--- config.mk ---
export PLATFORM = sky130hd
export DESIGN_NAME = utf8_stream_decoder
export DESIGN_NICKNAME = d
export VERILOG_FILES = /design/src/design/u8dec_pkg.sv /design/src/design/utf8_stream_decoder.sv
export SDC_FILE = /design/constraint.sdc
export NUM_CORES = 1
export LEC_CHECK = 0
export BUFFER_PORTS_ARGS = -buffer_cell sky130_fd_sc_hd__buf_4
export CAP_MARGIN = 20
export CORE_ASPECT_RATIO = 1.5
export CORE_UTILIZATION = 41
export CTS_CLUSTER_DIAMETER = 200
export DETAILED_ROUTE_END_ITERATION = 12
export PLACE_DENSITY = 0.63
export SLEW_MARGIN = 25
export SYNTH_ARGS = -nofsm -noshare
export SYNTH_HDL_FRONTEND = slang
export SYNTH_SLANG_ARGS = --single-unit
--- constraint.sdc ---
create_clock -name clk -period 1.41 [get_ports clk]
set_input_delay 0.141 -clock clk [delete_from_list [all_inputs] [get_ports clk]]
set_output_delay 0.141 -clock clk [all_outputs]
set_load 0.02 [all_outputs]
--- src/design/u8dec_pkg.sv ---
// u8dec_pkg: shared widths, status codes and lead byte limits for the utf-8 decoder
// no dependencies; imported by utf8_stream_decoder and u8dec_checker
`timescale 1ns / 1ps
`default_nettype none

package u8dec_pkg;

  localparam int BYTE_W   = 8;
  localparam int CP_W     = 21;
  localparam int LEN_W    = 3;
  localparam int STATUS_W = 2;
  localparam int LEFT_W   = 2;
  localparam int OUT_W    = CP_W + LEN_W;

  typedef logic [BYTE_W-1:0]   byte_t;
  typedef logic [CP_W-1:0]     cp_t;
  typedef logic [LEN_W-1:0]    len_t;
  typedef logic [STATUS_W-1:0] status_t;
  typedef logic [LEFT_W-1:0]   left_t;

  localparam status_t ST_OK    = 2'd0;
  localparam status_t ST_END   = 2'd1;
  localparam status_t ST_TRUNC = 2'd2;

  localparam byte_t LEAD4_MIN = 8'hF0;
  localparam byte_t LEAD3_MIN = 8'hE0;
  localparam byte_t ASCII_MAX = 8'h7F;

  localparam len_t LEN_0 = 3'd0;
  localparam len_t LEN_1 = 3'd1;
  localparam len_t LEN_2 = 3'd2;
  localparam len_t LEN_3 = 3'd3;
  localparam len_t LEN_4 = 3'd4;

endpackage

`default_nettype wire

--- src/design/utf8_stream_decoder.sv ---
// utf8_stream_decoder: lax utf-8 byte stream to code point decoder, stream in and out
// depends on u8dec_pkg
`timescale 1ns / 1ps
`default_nettype none

// Takes one utf-8 byte per input beat and gives one result beat per complete
// sequence, carrying the code point and the sequence length in out_tdata and a
// status in out_tuser (ok, end for a zero byte at a sequence start, truncated for
// a zero byte inside a sequence). Leads are classed by their top bits only and
// continuation bytes are not checked. The block takes one byte every cycle
// while out_tready does not stall it: a byte passes an input register, then
// the decode logic and the sequence state (bytes left, accumulator, length)
// update as it moves into the result register. Input and result registers
// let a new byte be taken while a finished result waits for out_tready.
module utf8_stream_decoder (
  input  wire                          clk,
  input  wire                          rst_n,
  input  wire                          in_tvalid,
  output logic                         in_tready,
  input  wire  u8dec_pkg::byte_t       in_tdata,   // [7:0] in_byte
  output logic                         out_tvalid,
  input  wire                          out_tready,
  output logic [u8dec_pkg::OUT_W-1:0]  out_tdata,  // [20:0] code_point, [23:21] seq_length
  output u8dec_pkg::status_t           out_tuser   // [1:0] status
);
  import u8dec_pkg::*;

  // input register
  logic  s1_valid_r, s1_valid_nxt;
  byte_t s1_byte_r,  s1_byte_nxt;

  // sequence state
  left_t bytes_left_r, bytes_left_nxt;
  cp_t   acc_r,        acc_nxt;
  len_t  total_len_r,  total_len_nxt;

  // result register
  logic    out_valid_r, out_valid_nxt;
  cp_t     out_cp_r,    out_cp_nxt;
  len_t    out_len_r,   out_len_nxt;
  status_t out_st_r,    out_st_nxt;

  logic    out_free;
  logic    s1_fire;
  logic    emit;
  cp_t     emit_cp;
  len_t    emit_len;
  status_t emit_st;
  cp_t     acc_shift;

  assign out_free  = !out_valid_r || out_tready;
  assign s1_fire   = s1_valid_r && out_free;
  assign in_tready = !s1_valid_r || out_free;
  assign acc_shift = {acc_r[CP_W-7:0], s1_byte_r[5:0]};

  always_comb begin
    emit           = 1'b0;
    emit_cp        = '0;
    emit_len       = LEN_0;
    emit_st        = ST_OK;
    bytes_left_nxt = bytes_left_r;
    acc_nxt        = acc_r;
    total_len_nxt  = total_len_r;
    if (bytes_left_r == '0) begin
      if (s1_byte_r == '0) begin
        emit    = 1'b1;
        emit_st = ST_END;
      end else if (s1_byte_r <= ASCII_MAX) begin
        emit     = 1'b1;
        emit_cp  = cp_t'(s1_byte_r);
        emit_len = LEN_1;
      end else if (s1_byte_r >= LEAD4_MIN) begin
        acc_nxt        = cp_t'(s1_byte_r[2:0]);
        bytes_left_nxt = 2'd3;
        total_len_nxt  = LEN_4;
      end else if (s1_byte_r >= LEAD3_MIN) begin
        acc_nxt        = cp_t'(s1_byte_r[3:0]);
        bytes_left_nxt = 2'd2;
        total_len_nxt  = LEN_3;
      end else begin
        // stray continuation bytes land here too
        acc_nxt        = cp_t'(s1_byte_r[4:0]);
        bytes_left_nxt = 2'd1;
        total_len_nxt  = LEN_2;
      end
    end else if (s1_byte_r == '0) begin
      emit           = 1'b1;
      emit_st        = ST_TRUNC;
      bytes_left_nxt = '0;
      acc_nxt        = '0;
      total_len_nxt  = LEN_0;
    end else if (bytes_left_r == 2'd1) begin
      emit           = 1'b1;
      emit_cp        = acc_shift;
      emit_len       = total_len_r;
      bytes_left_nxt = '0;
      acc_nxt        = '0;
      total_len_nxt  = LEN_0;
    end else begin
      acc_nxt        = acc_shift;
      bytes_left_nxt = bytes_left_r - 2'd1;
    end
  end

  always_comb begin
    s1_valid_nxt  = s1_valid_r;
    s1_byte_nxt   = s1_byte_r;
    out_valid_nxt = out_valid_r;
    out_cp_nxt    = out_cp_r;
    out_len_nxt   = out_len_r;
    out_st_nxt    = out_st_r;
    if (in_tvalid && in_tready) begin
      s1_valid_nxt = 1'b1;
      s1_byte_nxt  = in_tdata;
    end else if (s1_fire) begin
      s1_valid_nxt = 1'b0;
    end
    if (s1_fire) begin
      out_valid_nxt = emit;
      out_cp_nxt    = emit_cp;
      out_len_nxt   = emit_len;
      out_st_nxt    = emit_st;
    end else if (out_tready) begin
      out_valid_nxt = 1'b0;
    end
  end

  always_ff @(posedge clk) begin
    if (!rst_n) begin
      s1_valid_r   <= 1'b0;
      out_valid_r  <= 1'b0;
      bytes_left_r <= '0;
      acc_r        <= '0;
      total_len_r  <= LEN_0;
    end else begin
      s1_valid_r  <= s1_valid_nxt;
      out_valid_r <= out_valid_nxt;
      if (s1_fire) begin
        bytes_left_r <= bytes_left_nxt;
        acc_r        <= acc_nxt;
        total_len_r  <= total_len_nxt;
      end
    end
  end

  always_ff @(posedge clk) begin
    s1_byte_r <= s1_byte_nxt;
    out_cp_r  <= out_cp_nxt;
    out_len_r <= out_len_nxt;
    out_st_r  <= out_st_nxt;
  end

  assign out_tvalid = out_valid_r;
  assign out_tdata  = {out_len_r, out_cp_r};
  assign out_tuser  = out_st_r;

endmodule

`default_nettype wire

==> run_results.csv <==
group,metric,value,unit
synth,yosysMostFrequentCell,"edfxtp_1",
clock_network,cts-root-buf,"clkbuf_8",
timing,finalClockSkew,0.00881,ns
timing,relSlewSlack,76.8,%
timing,period_needed,1.57,ns
cells_and_area,antennaDiodeCount,0,
floorplan,core_area,0.00516,mm^2
min_path,hold_path_end,"s1_valid_r",
worst_setup_path,cpPeakStageDelay,0.45,ns
run_status,violations,"setup timing",
floorplan,rows,32,
synth,yosys-top-cells-area,"edfxtp_1 46%, dfxtp_1 20%, and2_1 5.9%, nand2_1 4.7%, a21oi_1 4.0%",
global_routing,grt_start_max_net_pins,25,
place,routabilityCongestion,0.804,
worst_setup_path,crit_family,"simple AND/OR/NAND/NOR gates",
routing,drt_iter0_drc,52,
place,port_buffers,39,
cells_and_area,final_cells,342,
global_routing,grt_usage,16.1,%
worst_setup_path,cp.required,1.63,ns
floorplan,die_area,0.00573,mm^2
synth,synth_edf_count,34,
worst_setup_path,critPathMaxFanout,3,
floorplan,ios,40,
timing,rsz0062_at_grt,"true",
synth,yosys.cell_types.count,37,
flow_run,max-cap-violations,0,
routing,routed_wl,4.70,mm
synth,netlist_area,0.00223,mm^2
clock_network,htreeDepth,2,
timing,drv_slew,0,
floorplan,initial_core_util,43.1,%
routing,first_pass_iters,4,
place,placed_area,0.00283,mm^2
synth,async_flop_share,0,%
cells_and_area,nNetsFinal,287,
global_routing,globalRouteOverflowTotal,0,
worst_setup_path,worst_path_max_delay_cell,"edfxtp_1",
clock_network,cts_tree,"done",
worst_setup_path,timing.rr.end,"total_len_r[1]",
timing,final-setup-viol-count,43,
synth,synth_area_leader_cell,"edfxtp_1",
timing,fin_ws,-0.158,ns
global_routing,antenna_found_initial,0,
synth,synth_flop_cell,"edfxtp_1",
synth,synth_common_cells,"34 x edfxtp_1, 28 x nand2_1, 22 x dfxtp_1",
routing,ant_nets,0,
cells_and_area,layout-drive-gt1-share,48.2,%
routing,routed-via-count,1711,
worst_setup_path,worst-path-buf-inv,1,
clock_network,clk_pin_slew,0.10,ns
synth,synth_nets,200,
timing,hold_violations,0,
synth,synth_top_area_share,45.9,%
min_path,hp-class,"in -> reg",
cells_and_area,n_fill_cell,392,
clock_network,clock_sinks,56,
place,dp_cells,315,
timing,max_freq,0.638,GHz
floorplan,die_h,92.2,um
clock_network,worstSkewPairLatency,0.32,ns
worst_setup_path,startpoint_type,"flip-flop",
min_path,hp-start,"in_tvalid",
clock_network,cts_buffers,5,
power,p_leak,0.00128,uW
place,dp_hpwl,3.00,mm
cells_and_area,fin_util,63.8,%
timing,tightest_slew,0.348,ns
power,power_density,989,mW/mm^2
synth,avgSynthCellArea,12.0,um^2
routing,avgViaCountPerCell,5.00,
routing,wl_per_cell,13.7,um
global_routing,grt_pass1_wl,6.93,mm
cells_and_area,synthToLayoutAreaGrowth,48.1,%
worst_setup_path,crit_type,"reg -> reg",
synth,synthCells,186,
clock_network,clockBufferDepth,2,
power,ir_worst_vdd,0.715,mV
synth,ys_seq_elements,56,
run_status,status,"finished with violations",
worst_setup_path,r2r_setup_slack,-0.16,ns
worst_setup_path,end_kind,"flip-flop",
routing,drc_errors,0,
timing,timing.final.crit_share,111,%
worst_setup_path,cp.arrival,1.79,ns
worst_setup_path,rr_startpoint,"s1_byte_r[2]",
synth,yosys_warnings,0,
min_path,holdPathStages,3,
global_routing,grt_pass1_vias,1585,
worst_setup_path,worstPathCellList,"nor4_4, buf_4, and3b_1, o32a_1, o21ba_1",
floorplan,die_w,62.2,um
worst_setup_path,r2r.worst_path.cells,5,
synth,seq_area_frac_synth,65.7,%
cells_and_area,fin_area,0.00330,mm^2
-- sequential cells by signal, summed over array words and instances, names as in the netlist --
name,cells
out_len_r,3
out_cp_r,21
s1_byte_r,8
bytes_left_r,2
out_tuser,2
acc_r,15
s1_valid_r,1
total_len_r,3
out_tvalid,1
-- worst max-delay path by stage --
stage	startpoint	to	slack (ns)	cells after the start
detailed placement	bytes_left_r[0]	out_cp_r[6]	-0.25	5
CTS	s1_byte_r[4]	total_len_r[1]	-0.12	5
global route	s1_byte_r[2]	total_len_r[1]	-0.22	5
floorplan	s1_byte_r[1]	out_cp_r[10]	-0.10	4
finish	s1_byte_r[2]	total_len_r[1]	-0.16	5
global placement	bytes_left_r[0]	out_cp_r[6]	-0.21	5
-- stage by stage --
stage          setup TNS [ns]  setup WS, ns  hold slack, ns  power [uW]
6_report                -3.19        -0.158          0.0527        3260
5_1_grt                 -5.86        -0.218          0.0774        3370
3_3_place_gp            -4.06        -0.207           0.320        2280
4_1_cts                 -2.06        -0.116        0.000807        3220
3_5_place_dp            -4.46        -0.254           0.320        2290
2_1_floorplan           -1.13        -0.102           0.240        2090
-- kinds of logic after synthesis --
group	after synthesis	share of synthesized area, %
AOI/OAI and AO/OA	33	9.50
adders and majority gates	2	1.12
buffers and inverters	12	2.64
DFF	56	65.7
and+or+nand+nor	83	21.1
-- final cells by class --
class	instances	area, um^2	share of cell area, %
timing repair buffer	86	766	23.2
tap	68	85.1	2.58
clock buffer	5	68.8	2.09
sequential	56	1470	44.5
inverter	6	26.3	0.797
multi-input combinational	118	861	26.1
clock inverter	3	22.5	0.683
-- metal layers --
layer  routed length [um]  share of wire, %  up-vias  global-route usage, %
met5                    0                 0        -                      0
met4                  201               4.3        0                   11.0
met3                  175               3.7       15                   2.24
met2                 2640                56       64                   30.6
met1                 1680                36      805                   15.7
li1                     -                 -      827                      -
-- worst register-to-register path: stages (launching register included) --
cell	delay (ns)
edfxtp_1	0.45
nor4_4	0.31
buf_4	0.18
and3b_1	0.19
o32a_1	0.20
o21ba_1	0.15
-- where the power goes --
part	switching (uW)	total (uW)	internal, uW
clock network	527	884	357
logic	255	525	270
registers	44.9	1850	1810
-- cell usage in the layout (no fill, tap or decap), types with 2 or more instances in the layout --
cell type and instances:
a21oi_1 14, a21oi_2 4, and2_1 7, and2_2 2
and2_4 14, and3b_1 2, buf_12 3, buf_4 64
buf_6 8, clkbuf_16 2, clkbuf_8 5, dfxtp_1 19
dfxtp_2 2, dlygate4sd3_1 8, edfxtp_1 34, ha_4 2
inv_1 3, inv_2 2, nand2_1 25, nand2_2 2
nand2b_4 2, nand3_1 6, nand3_2 3, nand3b_1 2
nor2_1 6, nor2b_1 2, nor4_4 2, o21ai_0 2
o21ai_1 2
-- timing repair --
item / in CTS / in global routing
hold buffers: 3 / 5
cloned: 1 / 2
resized for setup: 28 / 21
endpoints found under the hold margin: 3 / 5
setup endpoints to repair: 45 / 46
pin swaps: 11 / 11
setup buffers: 6 / 3
(Power assumes the default switching activity.)
